[src/rtl/tvtb_mul.sv]
// Bit-serial shift-add multiplier, 64-bit multiplicand by 16-bit multiplier, mod 2^64.
module tvtb_mul (
  input  logic        clk,
  input  logic        rst,
  input  logic        start,
  input  logic [63:0] a_in,
  input  logic [15:0] b_in,
  output logic        done,
  output logic [63:0] prod
);
  logic [63:0] a;
  logic [15:0] b;
  logic [3:0]  cnt;
  logic        run;

  always_ff @(posedge clk) begin
    if (rst) begin
      run  <= 1'b0;
      done <= 1'b0;
    end else begin
      done <= 1'b0;
      if (start) begin
        a    <= a_in;
        b    <= b_in;
        prod <= '0;
        cnt  <= '0;
        run  <= 1'b1;
      end else if (run) begin
        if (b[0]) begin
          prod <= prod + a;
        end
        a   <= {a[62:0], 1'b0};
        b   <= {1'b0, b[15:1]};
        cnt <= cnt + 4'd1;
        if (cnt == 4'd15) begin
          run  <= 1'b0;
          done <= 1'b1;
        end
      end
    end
  end
endmodule

[config.mk]
export PLATFORM = sky130hd
export DESIGN_NAME = tvtb_mul
export DESIGN_NICKNAME = d
export VERILOG_FILES = /design/src/rtl/tvtb_mul.sv
export SDC_FILE = /design/constraint.sdc
export NUM_CORES = 1
export LEC_CHECK = 0
export BUFFER_PORTS_ARGS = -buffer_cell sky130_fd_sc_hd__buf_2
export CAP_MARGIN = 20
export CORE_ASPECT_RATIO = 1.2
export CORE_MARGIN = 4
export CORE_UTILIZATION = 60
export CTS_BUF_LIST = sky130_fd_sc_hd__clkbuf_4 sky130_fd_sc_hd__clkbuf_8
export DETAILED_ROUTE_END_ITERATION = 6
export GPL_TIMING_DRIVEN = 0
export PLACE_DENSITY_LB_ADDON = 0.05
export SLEW_MARGIN = 5
export SYNTH_ARGS = -nofsm -noshare
export SYNTH_HDL_FRONTEND = slang
export SYNTH_SLANG_ARGS = --single-unit
[constraint.sdc]
create_clock -name clk -period 6.85 [get_ports clk]
set_input_delay 1.37 -clock clk [delete_from_list [all_inputs] [get_ports clk]]
set_output_delay 1.37 -clock clk [all_outputs]
set_load 0.005 [all_outputs]
==> flow_metrics.env <==
export IMPL_cpMaxStageDelayCell="o31ai_1"
export IMPL_antenna_found_initial=1
export IMPL_grt_pass1_vias=7751
export IMPL_met1_usage_pct=32.18
export IMPL_status="finished clean"
export IMPL_fp_dieW_um=124.9
export IMPL_max_cap_violations=0
export IMPL_worstHoldPathType="reg2reg"
export IMPL_powerDensity_nw_per_um2=229.7
export IMPL_synthFlopType="edfxtp_1"
export IMPL_hp_start="run$_SDFF_PP0_"
export IMPL_ios=148
export IMPL_ir_worst_vdd_uv=127.5
export IMPL_syn_to_final_growth_pct=15.67
export IMPL_clock_path_buffers=2
export IMPL_final_area_um2=11390
export IMPL_routed_wl_mm=23.60
export IMPL_coreArea_um2=16140
export IMPL_min_path_cells=1
export IMPL_postPlaceCellArea_um2=10990
export IMPL_grt_util_met3_pct=4.670
export IMPL_cts_hold_buf=0
export IMPL_p_leak_nw=4.665
export IMPL_worstSetupStartpointType="flop"
export IMPL_grt_remaining_overflow=0
export IMPL_drv_slew=0
export IMPL_fin_crit_ps=3833
export IMPL_drc=0
export IMPL_crit_path_max_incr_delay_ps=560
export IMPL_postCtsSetupRepairBufs=0
export IMPL_synth_area_um2=9847
export IMPL_tightest_slew_ps=901.2
export IMPL_start_util_pct=60.99
export IMPL_wire_per_inst_um=18.00
export IMPL_busiest_layer="met2"
export IMPL_drtAntennaViolNets=0
export IMPL_r2r_slack_ps=3020
export IMPL_ctsHtreeMaxLevel=4
export IMPL_drive_gt1_share_pct=28.21
export IMPL_clk_latency_ps=470
export IMPL_grt_setup_unrepaired="no"
export IMPL_synthDistinctLibCells=75
export IMPL_hold_end="done$_SDFF_PP0_"
export IMPL_setup_ws_ps=3017
export IMPL_async_flop_share_pct=0
export IMPL_finalHoldViolations=0
export IMPL_syn_avg_cell_area_um2=10.76
export IMPL_skew_ps=12.24
export IMPL_nets=1234
export IMPL_die_y_um=148.3
export IMPL_finalSetupViolCount=0
export IMPL_num_rows=51
export IMPL_worstPathCellList="ha_1 > a21oi_2 > o21ai_0 > a21boi_0 > a31oi_1 > o31ai_1 > nand2_1 > a311oi_1 > o31a_1 > mux2_2"
export IMPL_cts_resized=0
export IMPL_fin_hold_ws_ps=553.3
export IMPL_dr_total_vias=7699
export IMPL_met2_usage_pct=45.02
export IMPL_layout_common_cells="buf_2 (153), edfxtp_1 (148), nor2_1 (100)"
export IMPL_grt_max_degree=26
export IMPL_place_hpwl_mm=18.18
export IMPL_synthCells=915
export IMPL_ys_seq_elements=150
export IMPL_dieArea_um2=18530
export IMPL_reg2reg_depth=10
export IMPL_critPathMaxFanout=5
export IMPL_drt_pass1_iterations=5
export IMPL_synth_nets=1063
export IMPL_crit_type="reg2reg"
export IMPL_port_buffer_count=147
export IMPL_antenna_cells=0
export IMPL_drt_iter0_markers=440
export IMPL_critPathRequiredTime_ps=7070
export IMPL_path_clk_slew_ps=100
export IMPL_r2r_start="a[6]$_DFFE_PP_"
export IMPL_cp_arrival_ps=4050
export IMPL_fmax_mhz=260.9
export IMPL_crit_path_end_kind="flop"
export IMPL_seq_area_frac_synth_pct=45.54
export IMPL_power_w=0.002616
export IMPL_synth_edf_count=148
export IMPL_max_slew_margin_pct=39.92
export IMPL_place_ws_ps=2883
export IMPL_place_congestion=0.9278
export IMPL_final_common_cell="buf_2"
export IMPL_numCtsBuffers=17
export IMPL_r2r_end="prod[61]$_SDFFCE_PP0P_"
export IMPL_final_util_pct=70.55
export IMPL_track_usage_pct=25.71
export IMPL_yosys_warnings=0
export IMPL_cts_root_buf="clkbuf_8"
export IMPL_via_per_inst=5.873
export IMPL_fin_crit_sh_pct=55.95
export IMPL_grt_pass1_wl_mm=38.52
export IMPL_clock_sinks=150
export IMPL_cts_tree="yes"
[registers in the layout, indices dropped and copies added (netlist names)]
name and count:
cnt 4, b 16, a 64, prod 64, run 1, done 1
[cell usage after synthesis, drive strengths merged, types with 5 or more instances]
cell type	number	area share, %
xor2	18	1.6
xnor2	33	2.9
o211ai	7	0.53
clkbuf	32	1.4
and2	10	0.67
mux2	84	9.6
buf	9	0.50
edfxtp	148	45
o21bai	19	1.4
and3	9	0.60
a211oi	5	0.38
nand2	47	1.8
a21oi	87	4.5
o21ai	38	1.9
a31oi	8	0.64
nor2b	11	0.70
a21o	42	3.3
nor2	102	3.9
nor3	15	0.81
ha	64	8.1
inv	23	0.88
nand4	18	1.2
nand3	22	1.1
[kinds of logic after synthesis]
family                     synth area share (%)
DFF                                       45.54
adders and majority gates                 8.335
AOI/OAI and AO/OA                         16.47
muxes                                     9.911
xor gates and xnor gates                  4.536
and+or+nand+nor                           12.48
buffers and inverters                     2.732
[routing by layer]
metal / up-vias / part of all wire [%]
li1: 3794 / -
met1: 3639 / 42
met2: 214 / 50
met3: 50 / 5.4
met4: 2 / 2.2
met5: - / 0.051
[power breakdown]
| part | internal (W) | switching [W] | leakage (nW) | total, W |
|---|---|---|---|---|
| clock | 0.000274 | 0.000415 | 0.191 | 0.000689 |
| sequential | 0.00111 | 0.0000412 | 1.44 | 0.00115 |
| combinational | 0.000336 | 0.000439 | 3.04 | 0.000775 |
| total | 0.00172 | 0.000895 | 4.67 | 0.00262 |
[worst max path at each step]
stage	to	slack, ps	from
floorplan	a[0]$_SDFFCE_PN0P_	800	start
detailed placement	prod[36]$_SDFFCE_PP0P_	2880	start
global placement	a[18]$_DFFE_PP_	-1420	start
global route	prod[61]$_SDFFCE_PP0P_	2980	prod[6]$_SDFFCE_PP0P_
CTS	prod[61]$_SDFFCE_PP0P_	3130	a[6]$_DFFE_PP_
finish	prod[61]$_SDFFCE_PP0P_	3020	a[6]$_DFFE_PP_
[through the flow]
| stage | TNS (ps) | instances |
|---|---|---|
| after floorplan | 0 | 915 |
| after global placement | -142830 | 1274 |
| after detailed placement | 0 | 1279 |
| after CTS | 0 | 1311 |
| after global routing | 0 | 1311 |
| final | 0 | 1311 |
[critical path: cells and delay by family (launching register included)]
kind | cells | cell delay (ps)
compound gates | 7 | 2260
mux | 1 | 330
fa+ha+maj | 1 | 380
flops | 1 | 420
simple gates | 1 | 180
[area by class of cell]
class	instances	area, um^2
repair buffers	152	865.8
clock buffers	17	234.0
fillers	1290	4755
clock inverters	15	162.7
plain buffers	41	182.7
multi-input cells	701	5109
inverters	23	86.33
flip-flops and latches	150	4484
well taps	212	265.3
(Power assumes the default switching activity.)
