### src/rtl/tvtb_pkg.sv
// Shared types, constants and classification functions for the token bucket scheduler.
package tvtb_pkg;

  localparam logic [1:0] OP_ENABLE = 2'd0;
  localparam logic [1:0] OP_ENQ    = 2'd1;
  localparam logic [1:0] OP_RUN    = 2'd2;
  localparam logic [1:0] OP_STOP   = 2'd3;

  localparam logic [2:0] CL_REGULAR = 3'd0;
  localparam logic [2:0] CL_BWTEST  = 3'd1;
  localparam logic [2:0] CL_VDB     = 3'd2;
  localparam logic [2:0] CL_KWORKER = 3'd3;
  localparam logic [2:0] CL_READ    = 3'd4;
  localparam logic [2:0] CL_WRITE   = 3'd5;

  localparam logic [1:0] Q_FALLBACK = 2'd0;
  localparam logic [1:0] Q_READ     = 2'd1;
  localparam logic [1:0] Q_WRITE    = 2'd2;
  localparam logic [1:0] Q_VDB      = 2'd3;

  localparam logic [1:0] DIV_BILLION  = 2'd0;
  localparam logic [1:0] DIV_HUNDRED  = 2'd1;
  localparam logic [1:0] DIV_THOUSAND = 2'd2;

  localparam logic [2:0] REG_SLICE   = 3'd0;
  localparam logic [2:0] REG_RD_RATE = 3'd1;
  localparam logic [2:0] REG_WR_RATE = 3'd2;
  localparam logic [2:0] REG_PAT_ON  = 3'd3;
  localparam logic [2:0] REG_RL_ON   = 3'd4;

  localparam logic [63:0] FULL_BUCKET  = 64'd104857600;
  localparam logic [55:0] BW_THRESHOLD = 56'd73400320;
  localparam logic [63:0] REFILL_NS    = 64'd10000000;
  localparam logic [29:0] NS_PER_SEC   = 30'd1000000000;

  typedef struct packed {
    logic [63:0] vt;
    logic [63:0] tok;
    logic [63:0] refill;
    logic [55:0] rd;
    logic [55:0] wr;
    logic [31:0] loc;
  } entry_t;

  typedef struct packed {
    logic       start;
    logic [1:0] sel;
  } div_req_t;

  function automatic logic [2:0] name_class(input logic [55:0] n);
    logic [31:0] h;
    h = n[31:0];
    if (n == 56'h5f656c62756f64 || h == 32'h646e6162 || h == 32'h746d656d ||
        h == 32'h65727473)
      return CL_BWTEST;
    if (h == 32'h74636576 || h == 32'h73696166 || h == 32'h766c696d ||
        h == 32'h76616577 || h == 32'h68747970)
      return CL_VDB;
    if (n == 56'h72656b726f776b)
      return CL_KWORKER;
    return CL_REGULAR;
  endfunction

  function automatic logic [5:0] class_boost(input logic [2:0] c);
    logic [5:0] b;
    case (c) inside
      CL_BWTEST:          b = 6'd30;
      CL_VDB:             b = 6'd25;
      CL_READ, CL_WRITE:  b = 6'd15;
      CL_KWORKER:         b = 6'd5;
      default:            b = 6'd0;
    endcase
    return b;
  endfunction

endpackage

### src/rtl/tvtb_div.sv
// Restoring bit-serial divider of a 64-bit word by a selected constant, one bit per cycle.
module tvtb_div (
  input  logic                clk,
  input  logic                rst,
  input  tvtb_pkg::div_req_t  req,
  input  logic [63:0]         dividend,
  output logic                done,
  output logic [63:0]         quot
);
  import tvtb_pkg::*;

  logic [29:0] dsr;
  logic [29:0] rem;
  logic [5:0]  cnt;
  logic        run;
  logic [30:0] trial;
  logic        qb;

  assign trial = {rem, quot[63]};
  assign qb    = trial >= {1'b0, dsr};

  always_ff @(posedge clk) begin
    if (rst) begin
      run  <= 1'b0;
      done <= 1'b0;
    end else begin
      done <= 1'b0;
      if (req.start) begin
        quot <= dividend;
        rem  <= '0;
        cnt  <= '0;
        run  <= 1'b1;
        case (req.sel)
          DIV_HUNDRED:  dsr <= 30'd100;
          DIV_THOUSAND: dsr <= 30'd1000;
          default:      dsr <= NS_PER_SEC;
        endcase
      end else if (run) begin
        rem  <= qb ? 30'(trial - {1'b0, dsr}) : trial[29:0];
        quot <= {quot[62:0], qb};
        cnt  <= cnt + 6'd1;
        if (cnt == 6'd63) begin
          run  <= 1'b0;
          done <= 1'b1;
        end
      end
    end
  end
endmodule

### config.mk
export PLATFORM = sky130hd
export DESIGN_NAME = tvtb_div
export DESIGN_NICKNAME = d
export VERILOG_FILES = /design/src/rtl/tvtb_pkg.sv /design/src/rtl/tvtb_div.sv
export SDC_FILE = /design/constraint.sdc
export NUM_CORES = 1
export LEC_CHECK = 0
export ABC_AREA = 1
export BUFFER_PORTS_ARGS = -buffer_cell sky130_fd_sc_hd__buf_2
export CAP_MARGIN = 30
export CORE_UTILIZATION = 52
export CTS_BUF_LIST = sky130_fd_sc_hd__clkbuf_2 sky130_fd_sc_hd__clkbuf_4 sky130_fd_sc_hd__clkbuf_8
export CTS_CLUSTER_SIZE = 20
export DETAILED_ROUTE_END_ITERATION = 6
export MAX_ROUTING_LAYER = met4
export PLACE_DENSITY = 0.86
export SLEW_MARGIN = 5
export SYNTH_ARGS = -nofsm -noshare
export SYNTH_HDL_FRONTEND = slang
export SYNTH_SLANG_ARGS = --single-unit
### constraint.sdc
create_clock -name clk -period 5.6 [get_ports clk]
set_input_delay 0.28 -clock clk [delete_from_list [all_inputs] [get_ports clk]]
set_output_delay 0.28 -clock clk [all_outputs]
set_load 0.005 [all_outputs]
==> flow_metrics.env <==
export IMPL_viasPerCell=5.14
export IMPL_finalCritPeriodShare_pct=50.8
export IMPL_start_util_pct=54.1
export IMPL_gp_congestion=1.00
export IMPL_p_leak_nw=3.87
export IMPL_cts_tree="yes"
export IMPL_combPwrFrac_pct=27.6
export IMPL_die_area_mm2=0.0131
export IMPL_area_growth_syn_to_layout_pct=15.5
export IMPL_min_from="dividend[10]"
export IMPL_grt_usage_pct=25.8
export IMPL_synth_simple_area_share_pct=34.0
export IMPL_hpwlAfterDp_um=11700
export IMPL_postCtsSetupBuffers=0
export IMPL_yosysWarnings=0
export IMPL_internal_power_mw=1.44
export IMPL_grt_setup_unrepaired="no"
export IMPL_syn_cell_area_mm2=0.00658
export IMPL_first_pass_iters=5
export IMPL_synth_xor_area_share_pct=0.932
export IMPL_startpoint_type="flip-flop"
export IMPL_holdBufCountCts=0
export IMPL_finish_utilization_pct=62.5
export IMPL_r2r_end="rem[27]$_SDFFCE_PP0P_"
export IMPL_critPathKind="flip-flop to flip-flop"
export IMPL_whs_ns=0.169
export IMPL_synth_top_area_share_pct=47.9
export IMPL_synth_common_cells="nand2_1, edfxtp_1, inv_1"
export IMPL_finalSetupViolCount=0
export IMPL_p_sw_mw=0.694
export IMPL_worst_pin_slew_ns=0.931
export IMPL_port_buffers=133
export IMPL_maxSlewViolCount=0
export IMPL_synth_distinct_cells=37
export IMPL_synth_main_ff_cell="edfxtp_1"
export IMPL_arrival_ns=2.97
export IMPL_grt_pass1_wl_um=25600
export IMPL_required_ns=5.72
export IMPL_vias=6004
export IMPL_synth_top_area_cell="edfxtp_1"
export IMPL_finalNetCount=1088
export IMPL_setup_worst_path_end="rem[27]$_SDFFCE_PP0P_"
export IMPL_wirelength_um=15600
export IMPL_grt_overflow=0
export IMPL_finalHoldViolCount=0
export IMPL_p_per_area_mw_per_mm2=281
export IMPL_reg2reg_depth=10
export IMPL_max_cap_viol_count=0
export IMPL_cp_startpoint="dsr[28]$_DFFE_PP_"
export IMPL_clockRootBuffer="clkbuf_8"
export IMPL_hold_class="input port to flip-flop"
export IMPL_synth_top_family_by_area="simple AND/OR/NAND/NOR gates"
export IMPL_cp_end_kind="flip-flop"
export IMPL_power_frac_clock_pct=24.7
export IMPL_peakVddDrop_mv=0.215
export IMPL_fin_worst_skew_ns=0.0134
export IMPL_yosysMostFrequentCell="nand2_1"
export IMPL_fp_row_count=40
export IMPL_dieWidth_um=115
export IMPL_final_area_mm2=0.00760
export IMPL_period_needed_ns=2.85
export IMPL_grt_pass1_vias=5460
export IMPL_drive_above_1_share_pct=17.5
export IMPL_synth_edff_count=105
export IMPL_insertion_delay_ns=0.37
export IMPL_placed_area_mm2=0.00738
export IMPL_cts_max_level=3
export IMPL_ctsResizeCount=0
export IMPL_seqPwrFrac_pct=47.7
export IMPL_syn_inst=870
export IMPL_clk_pin_slew_ns=0.10
export IMPL_wire_per_inst_um=13.4
export IMPL_fin_tns_setup_ns=0
export IMPL_drtAntennaViolNets=0
export IMPL_fp_coreArea_mm2=0.0122
export IMPL_status="complete, no violations"
export IMPL_reg2reg_from="dsr[28]$_DFFE_PP_"
export IMPL_synth_seq_cells=107
export IMPL_drt_iter0_drc=563
export IMPL_cp_max_fo=51
export IMPL_ioPinCount=134
export IMPL_fmax_mhz=351
export IMPL_seq_area_frac_synth_pct=48.5
export IMPL_async_reset_ff_share_pct=0
export IMPL_synth_mux_area_share_pct=0
export IMPL_syn_num_nets=963
export IMPL_synth_area_top_cells="edfxtp_1, nand2_1, inv_1"
export IMPL_r2r_setup_slack_ns=2.75
export IMPL_clock_path_buffers=2
export IMPL_die_h_um=115
export IMPL_slew_headroom_pct=37.9
export IMPL_numCtsBuffers=9
export IMPL_cts_sinks=107
export IMPL_swShare_pct=32.5
export IMPL_synth_avg_cell_area_um2=7.56
export IMPL_grt_antenna_before_repair=0
export IMPL_drc=0
export IMPL_grt_max_degree=95
export IMPL_synth_compound_area_share_pct=3.92
export IMPL_num_antenna_cells=0
export IMPL_yosys_area_share_adder_pct=4.68
-- flip-flops by register name (all words and copies together) (netlist names) --
signal / cells
rem: 30
done: 1
cnt: 6
dsr: 5
quot: 64
run: 1
-- layout make-up --
cell class | count | area [µm²]
flip-flops and latches | 107 | 3190
clock buffers | 11 | 139
fillers | 962 | 4560
repair buffers | 137 | 696
clock inverters | 5 | 82.6
multi-input cells | 633 | 2880
inverters | 107 | 402
well taps | 168 | 210
-- power by group through the flow --
| stage | registers [mW] | clock network, mW | logic [mW] |
|---|---|---|---|
| finish | 1.02 | 0.528 | 0.589 |
| global placement | 1.03 | 0 | 0.562 |
| floorplan | 1.03 | 0 | 0.422 |
| global route | 1.03 | 0.566 | 0.666 |
| CTS | 1.02 | 0.531 | 0.582 |
| detailed placement | 1.03 | 0 | 0.578 |
-- worst min path at each step --
stage                     slack [ns]  cells after the start                 end
final                           0.17                      3  quot[10]$_DFFE_PP_
after CTS                       0.16                      3  quot[10]$_DFFE_PP_
after global routing            0.16                      3   quot[7]$_DFFE_PP_
after global placement          0.52                      2   quot[7]$_DFFE_PP_
after detailed placement        0.52                      2   quot[6]$_DFFE_PP_
after floorplan                 0.38                      1      run$_SDFF_PP0_
-- critical path: stages (launching register included) --
cell,delay (ns)
edfxtp_1,0.36
inv_1,0.32
ha_1,0.35
a21oi_1,0.17
nand2_1,0.07
inv_1,0.07
nand2_1,0.09
a21oi_2,0.28
nand3_4,0.49
o21ai_1,0.34
nor2_1,0.07
-- per-layer routing --
| metal | share of wire [%] | global-route usage [%] | up-vias |
|---|---|---|---|
| li1 | - | - | 2989 |
| met1 | 43 | 34.8 | 2692 |
| met2 | 48 | 40.9 | 297 |
| met3 | 7.1 | 3.55 | 26 |
| met4 | 1.8 | 7.53 | 0 |
| met5 | 0 | - | - |
-- kinds of logic after synthesis --
logic type,count (synthesis)
buffers and inverters,130
and+or+nand+nor,553
DFF,107
adders and majority gates,24
xor gates and xnor gates,7
AOI/OAI and AO/OA,49
-- metrics by stage --
stage / setup slack, ns / power [mW] / cells
floorplan: 1.67 / 1.45 / 870
global placement: 2.90 / 1.59 / 1152
detailed placement: 2.81 / 1.61 / 1152
CTS: 2.79 / 2.13 / 1168
global route: 2.50 / 2.26 / 1168
finish: 2.75 / 2.14 / 1168
-- placed cells by master (no fill, tap or decap), types with 3 or more instances in the layout --
master,synthesis,routed
xnor2_1,5,5
clkbuf_8,0,9
nand2_1,390,390
nand2_2,5,5
nand4_1,9,9
o21ai_0,6,6
ha_1,23,23
inv_1,102,101
nor3_1,6,6
buf_2,1,133
nand3b_1,3,3
edfxtp_1,105,105
a21oi_1,29,28
o21ai_1,9,9
nor2_2,3,3
nand3_1,28,28
o21bai_1,3,3
inv_2,4,5
nor2_1,97,97
buf_4,1,4
Power figures use the tool's default switching activity.
