===== src/rtl/tvtb_ram.sv =====
// Generic single write, single read RAM with registered read data.
module tvtb_ram #(
  parameter int WIDTH = 8,
  parameter int DEPTH = 16
) (
  input  logic                     clk,
  input  logic                     we,
  input  logic [$clog2(DEPTH)-1:0] waddr,
  input  logic [WIDTH-1:0]         wdata,
  input  logic [$clog2(DEPTH)-1:0] raddr,
  output logic [WIDTH-1:0]         rdata
);
  logic [WIDTH-1:0] mem [DEPTH];

  always_ff @(posedge clk) begin
    if (we) begin
      mem[waddr] <= wdata;
    end
    rdata <= mem[raddr];
  end
endmodule


===== config.mk =====
export PLATFORM = sky130hd
export DESIGN_NAME = tvtb_ram
export DESIGN_NICKNAME = d
export VERILOG_FILES = /design/src/rtl/tvtb_ram.sv
export SDC_FILE = /design/constraint.sdc
export NUM_CORES = 1
export LEC_CHECK = 0
export BUFFER_PORTS_ARGS = -buffer_cell sky130_fd_sc_hd__buf_2
export CORE_MARGIN = 4
export CORE_UTILIZATION = 30
export DETAILED_ROUTE_END_ITERATION = 7
export GPL_TIMING_DRIVEN = 0
export PLACE_DENSITY_LB_ADDON = 0.15
export SLEW_MARGIN = 5
export SYNTH_ARGS = -nofsm -noshare
export SYNTH_HDL_FRONTEND = slang
export SYNTH_SLANG_ARGS = --single-unit

===== constraint.sdc =====
create_clock -name clk -period 3.3 [get_ports clk]
set_input_delay 0.165 -clock clk [delete_from_list [all_inputs] [get_ports clk]]
set_output_delay 0.165 -clock clk [all_outputs]
set_load 0.05 [all_outputs]

==> flow_metrics.py, run 1 <==
metrics = {
    "logic_synthesis": {
        "synth-seq-cells": 136,
        "synth_nets": 247,
        "synth_cell_types": 19,
        "ys_warn_count": 0,
        "synth_cells": 229,
        "syn_avg_cell_area_um2": 22.5,
        "ys_seq_area_frac": 0.778,
        "syn_area_mm2": 0.00515,
    },
    "pwr": {
        "leakagePower_nw": 2.02,
        "power_density_mw_per_mm2": 653,
        "peakVddDrop_uv": 378,
    },
    "cts": {
        "clk_pin_slew_ns": 0.06,
        "cts_inserted_buffers": 17,
        "cts_tree": "built",
        "h-tree-depth": 4,
        "clk_latency_ns": 0.42,
        "cts_buffer_depth": 2,
        "cts.sinks": 136,
        "root_buffer": "clkbuf_16",
        "ctsHoldBuffers": 0,
        "postCtsSetupBuffers": 0,
        "ctsResizeCount": 0,
    },
    "status": {
        "status": "finished clean",
    },
    "timing": {
        "finalCritPeriodShare": 0.450,
        "fin_skew_ns": 0.00840,
        "relSlewSlack": 0.135,
        "hold_violations": 0,
        "clock.fmax_mhz": 674,
        "hold_ws_ns": 0.162,
        "tightest_slew_ns": 1.29,
        "layout_min_cycle_time_ns": 1.48,
        "rsz0062_at_grt": "false",
        "finalSetupViolations": 0,
        "setup_tns_ns": 0,
        "drv_slew": 0,
    },
    "placement": {
        "routabilityCongestion": 0.689,
        "place_area_mm2": 0.00556,
        "io_buffer_count": 24,
        "dp_hpwl_um": 7120,
    },
    "final_layout": {
        "final_area_mm2": 0.00612,
        "num-nets-final": 290,
        "fillerInstances": 1575,
        "seqCellArea_mm2": 0.00400,
        "multi_input_area_mm2": 0.00107,
        "drive_above_1_share": 0.284,
        "area_growth_pct": 19.0,
        "antennaDiodeCount": 0,
    },
    "routing": {
        "wl_per_cell_um": 22.7,
        "drt_iter0_drc": 233,
        "viasPerCell": 4.77,
        "dr.pass1.iters": 4,
        "vias": 2408,
        "ant_nets": 0,
        "routed_wl_um": 11500,
        "drc": 0,
    },
    "worst_setup_path": {
        "max_stage_delay_ns": 1.00,
        "timing.rr.start": "mem[14][0]$_DFFE_PP_",
        "critPathCapture": "mem[4][3]$_DFFE_PP_",
        "cp.depth": 3,
        "reg2reg_depth": 3,
        "rrSetupSlack_ns": 1.87,
        "worstReg2RegEnd": "rdata[0]$_DFF_P_",
        "crit_family": "simple AND/OR/NAND/NOR gates",
        "critPathLaunchType": "input port",
        "cp_cell_sequence": "buf_2, nand3b_1, nor3_1",
        "critPathSlowestCell": "nor3_1",
        "cp.arrival_ns": 1.51,
        "critPathBufInv": 1,
        "crit_path_end_kind": "register",
        "crit_path_start": "waddr[3]",
        "crit_required_ns": 3.32,
        "critical_path.max_fanout": 8,
        "criticalPathCategory": "input port to register",
    },
    "global_routing": {
        "antenna_found_initial": 0,
        "grt_pass1_vias": 2524,
        "grt_usage": 0.124,
        "gr-total-overflow": 0,
        "grt_max_degree": 17,
        "grt_pass1_wl_um": 16900,
    },
    "floorplan": {
        "start_util": 0.308,
        "rows": 47,
        "die_w_um": 139,
        "floorplan.io_pins": 26,
        "core-area_mm2": 0.0167,
        "die_h_um": 139,
        "die-area_mm2": 0.0193,
    },
    "flow_run": {
        "drv_cap": 0,
    },
    "hold_path": {
        "hp-class": "input port to register",
    },
}
## report_power, final
part	switching [mW]	total, mW	internal [mW]	leakage, nW
clock network	0.665	1.83	1.16	0.282
logic	0.155	0.232	0.0771	0.518
registers	0.00860	1.94	1.93	1.22
total	0.828	4.00	3.17	2.02
## layer usage
metal / global-route usage / wire, um / vias to the layer above
li1: - / - / 1061
met1: 0.175 / 5460 / 1285
met2: 0.184 / 5380 / 50
met3: 0.0331 / 468 / 12
met4: 0.0510 / 148 / 0
met5: 0 / 0 / -
## worst min path at each step
stage | start | endpoint | cells past startpoint
after global routing | wdata[3] | mem[13][3]$_DFFE_PP_ | 1
after floorplan | wdata[0] | mem[0][0]$_DFFE_PP_ | 0
after global placement | wdata[5] | mem[6][5]$_DFFE_PP_ | 1
final | wdata[5] | mem[14][5]$_DFFE_PP_ | 1
after detailed placement | wdata[5] | mem[6][5]$_DFFE_PP_ | 1
after CTS | wdata[5] | mem[14][5]$_DFFE_PP_ | 1
## through the flow
stage	setup WS [ns]	power, mW	std cells	util
after floorplan	1.64	2.11	229	-
after global placement	0.971	2.21	473	0.332
after detailed placement	1.26	2.21	473	0.333
after CTS	1.71	4.04	505	0.367
after global routing	1.73	4.14	505	0.367
final	1.82	4.00	505	0.367
## placed cells by master (no fill, tap or decap), drive strengths merged
master	instances
nand2	9
mux4	32
nor2	13
bufinv	3
clkdlybuf4s25	3
buf	31
edfxtp	128
nor3	4
clkbuf	18
or3b	1
nand3b	2
clkinv	11
and2	1
dfxtp	8
and2b	1
nand3	1
nor2b	1
a22oi	16
nand2b	2
## sequential cells by signal, summed over array words and instances (netlist names)
register / flops
rdata: 8
mem: 128
## worst register-to-register path: cells and delay by family, from the launching register on
kind | cells | cell delay, ns
multiplexers | 1 | 0.51
flip-flops | 1 | 0.36
AO/OA/AOI/OAI | 1 | 0.34
AND/OR/NAND/NOR | 1 | 0.09
## Yosys cell counts (all sizes together)
library cell,instances,area (um^2)
and2b,1,7.51
or3b,1,8.76
buf,7,56.3
nand3,1,5.00
nor3,4,20.0
nand2b,2,12.5
a22oi,16,120
edfxtp,128,3840
nand3b,2,15.0
clkdlybuf4s25,3,30.0
and2,1,6.26
nor2b,1,6.26
nand2,9,33.8
mux4,32,773
dfxtp,8,160
nor2,13,48.8
## cell type report
| cell class | instances | share of cell area |
|---|---|---|
| buffer | 10 | 0.0141 |
| sequential | 136 | 0.654 |
| tap | 220 | 0.0449 |
| clock inverter | 14 | 0.0225 |
| timing repair buffer | 24 | 0.0196 |
| clock buffer | 18 | 0.0701 |
| multi-input combinational | 83 | 0.175 |
## cell families after synthesis
| group | Yosys count | synth area share |
|---|---|---|
| buf+inv | 10 | 0.0168 |
| simple gates | 35 | 0.0318 |
| compound gates | 16 | 0.0233 |
| mux | 32 | 0.150 |
| flops | 136 | 0.778 |
Power figures use the tool's default switching activity.
==> inputs of run 2 (changes only) <==
- ABC_AREA: not set -> 1
- clock period: 3.3 -> 1.51 ns (I/O delays scaled with it)
==> run 2 against run 1 <==
Against the previous run: critical endpoint is now mem[12][3]$_DFFE_PP_; critical path type unchanged; core utilization decreased by 0.63 points; global-route usage increased by 2.3 points; hold slack lost 0.082 ns; first-iteration DRC count grew 19%; register-to-register slack worse by 1.4 ns; via count rose by 56%; die area increased by 11%; non-clock buffer count up 12.
==> flow_metrics.py, run 2 <==
metrics = {
    "routing": {
        "dr.pass1.iters": 5,
        "viasPerCell": 4.35,
        "wl_per_cell_um": 17.4,
        "vias": 3761,
        "routed_wl_um": 15100,
        "drt_iter0_drc": 277,
        "drc": 0,
        "ant_nets": 0,
    },
    "cts": {
        "cts_buffer_depth": 2,
        "ctsResizeCount": 0,
        "postCtsSetupBuffers": 0,
        "clk_pin_slew_ns": 0.06,
        "cts_tree": "built",
        "root_buffer": "clkbuf_16",
        "cts.sinks": 136,
        "ctsHoldBuffers": 0,
        "cts_inserted_buffers": 17,
        "h-tree-depth": 4,
        "clk_latency_ns": 0.41,
    },
    "logic_synthesis": {
        "synth_top_family_by_area": "simple AND/OR/NAND/NOR gates",
        "async_reset_ff_frac": 0,
        "synth_edf_count": 128,
        "synth_cell_types": 12,
        "synth_nets": 569,
        "synth-simple-area-share": 0.210,
        "ys_seq_area_frac": 0.694,
        "synth_compound_area_frac": 0,
        "muxShareOfSynthArea": 0,
        "ys_warn_count": 0,
        "yosys-top-cells-count": "nand2_1, edfxtp_1, inv_1",
        "syn_area_mm2": 0.00577,
        "synth.most_common_cell": "nand2_1",
        "syn_avg_cell_area_um2": 10.5,
        "synth_flop_cell": "edfxtp_1",
        "synth_cells": 551,
        "synth_top_area_share": 0.667,
        "synth-seq-cells": 136,
        "synth.area.top_cells": "edfxtp_1, nand2_1, nand3_1",
        "yosysTopAreaCell": "edfxtp_1",
        "synth_xor_area_frac": 0,
        "synthAdderAreaFrac": 0,
    },
    "final_layout": {
        "reg.largest.list": "mem x128, rdata x8",
        "layout_common_cells": "nand2_1, edfxtp_1, inv_1",
        "final_common_cell": "nand2_1",
        "largest_register_ffs": 128,
        "drive_above_1_share": 0.126,
        "finish.utilization": 0.360,
        "finalNonFillerCells": 865,
        "largest-register": "mem",
        "antennaDiodeCount": 0,
        "area_growth_pct": 17.7,
        "num-nets-final": 610,
    },
    "timing": {
        "setup_tns_ns": 0,
        "clock.fmax_mhz": 827,
        "finalCritPeriodShare": 0.801,
        "finalSetupViolations": 0,
        "relSlewSlack": 0.254,
        "hold_violations": 0,
        "hold_ws_ns": 0.0797,
        "layout_min_cycle_time_ns": 1.21,
        "rsz0062_at_grt": "false",
        "fin_skew_ns": 0.00970,
        "tightest_slew_ns": 1.11,
        "drv_slew": 0,
    },
    "global_routing": {
        "grt_pass1_vias": 3693,
        "grt_usage": 0.147,
        "antenna_found_initial": 0,
        "grt_pass1_wl_um": 23000,
        "grt_max_degree": 17,
        "gr-total-overflow": 0,
    },
    "placement": {
        "io_buffer_count": 22,
        "routabilityCongestion": 0.825,
        "dp.cells": 833,
        "dp_hpwl_um": 10000,
    },
    "worst_setup_path": {
        "critical_path.max_fanout": 8,
        "crit_path_end_kind": "register",
        "cp_cell_sequence": "buf_2, inv_1, nand2_1, nor2_1",
        "reg2reg_depth": 6,
        "cp.arrival_ns": 1.23,
        "crit_required_ns": 1.54,
        "criticalPathCategory": "input port to register",
        "max_stage_delay_ns": 0.87,
        "critPathLaunchType": "input port",
        "critPathSlowestCell": "nor2_1",
    },
    "floorplan": {
        "core-area_mm2": 0.0188,
        "rows": 50,
        "die_h_um": 147,
        "die-area_mm2": 0.0215,
        "floorplan.io_pins": 26,
        "die_w_um": 147,
        "start_util": 0.306,
    },
    "status": {
        "status": "finished clean",
    },
    "pwr": {
        "peakVddDrop_uv": 758,
        "power_density_mw_per_mm2": 1320,
        "power_mw": 8.98,
        "leakagePower_nw": 2.90,
    },
    "flow_run": {
        "drv_cap": 0,
    },
    "hold_path": {
        "hp-class": "input port to register",
        "min_path_cells": 1,
    },
}
## run 2: cell types whose count changed after synthesis, moves of 4 or more
cell / change
nand2_1: +164
inv_1: +100
nand3_1: +96
mux4_2: -18
a22oi_1: -16
mux4_1: -14
buf_2: +10
nor2_1: +4
nor3_1: -4
## run 2: worst max-delay path: cells and delay by family
family | cells | cell delay, ns
and+or+nand+nor | 2 | 0.98
buffers and inverters | 2 | 0.17
## run 2: area by class of cell
type / count / area [um^2]
tap: 260 / 325
sequential: 136 / 4000
inverter: 102 / 383
clock buffer: 17 / 425
buffer: 24 / 166
timing repair buffer: 22 / 110
multi-input combinational: 289 / 1210
clock inverter: 15 / 160
fill: 1878 / 12000
## run 2: report_power, final
group          leakage, nW  switching [mW]  internal, mW  total (mW)
logic                 1.39           0.474         0.162       0.636
registers             1.22          0.0205          4.22        4.24
clock network        0.289            1.53          2.57        4.10
## run 2: cells by family after synthesis
| family | count (synthesis) |
|---|---|
| flip-flops | 136 |
| buffers and inverters | 126 |
| AND/OR/NAND/NOR | 289 |
## run 2: through the flow
step / area [um^2] / setup slack, ns
3_5_place_dp: 6200 / -0.179
4_1_cts: 6790 / 0.267
6_report: 6790 / 0.301
5_1_grt: 6790 / 0.200
3_3_place_gp: 6200 / -0.131
2_1_floorplan: 5770 / 0.484
## run 2: worst paths after layout
kind                          endpoint                 from  slack, ns
hold / removal     mem[5][2]$_DFFE_PP_             wdata[2]       0.08
setup reg to reg      rdata[7]$_DFF_P_  mem[3][7]$_DFFE_PP_       0.49
setup / recovery  mem[12][3]$_DFFE_PP_             waddr[0]       0.30
hold reg to reg       rdata[1]$_DFF_P_  mem[4][1]$_DFFE_PP_       0.71
## run 2: per-layer routing
metal  track usage  routed length (um)  vias to the layer above
met5             0                   0                        -
met4        0.0809                 566                        0
met2         0.221                6710                      132
met1         0.197                7000                     1742
met3        0.0317                 803                       35
li1              -                   -                     1852
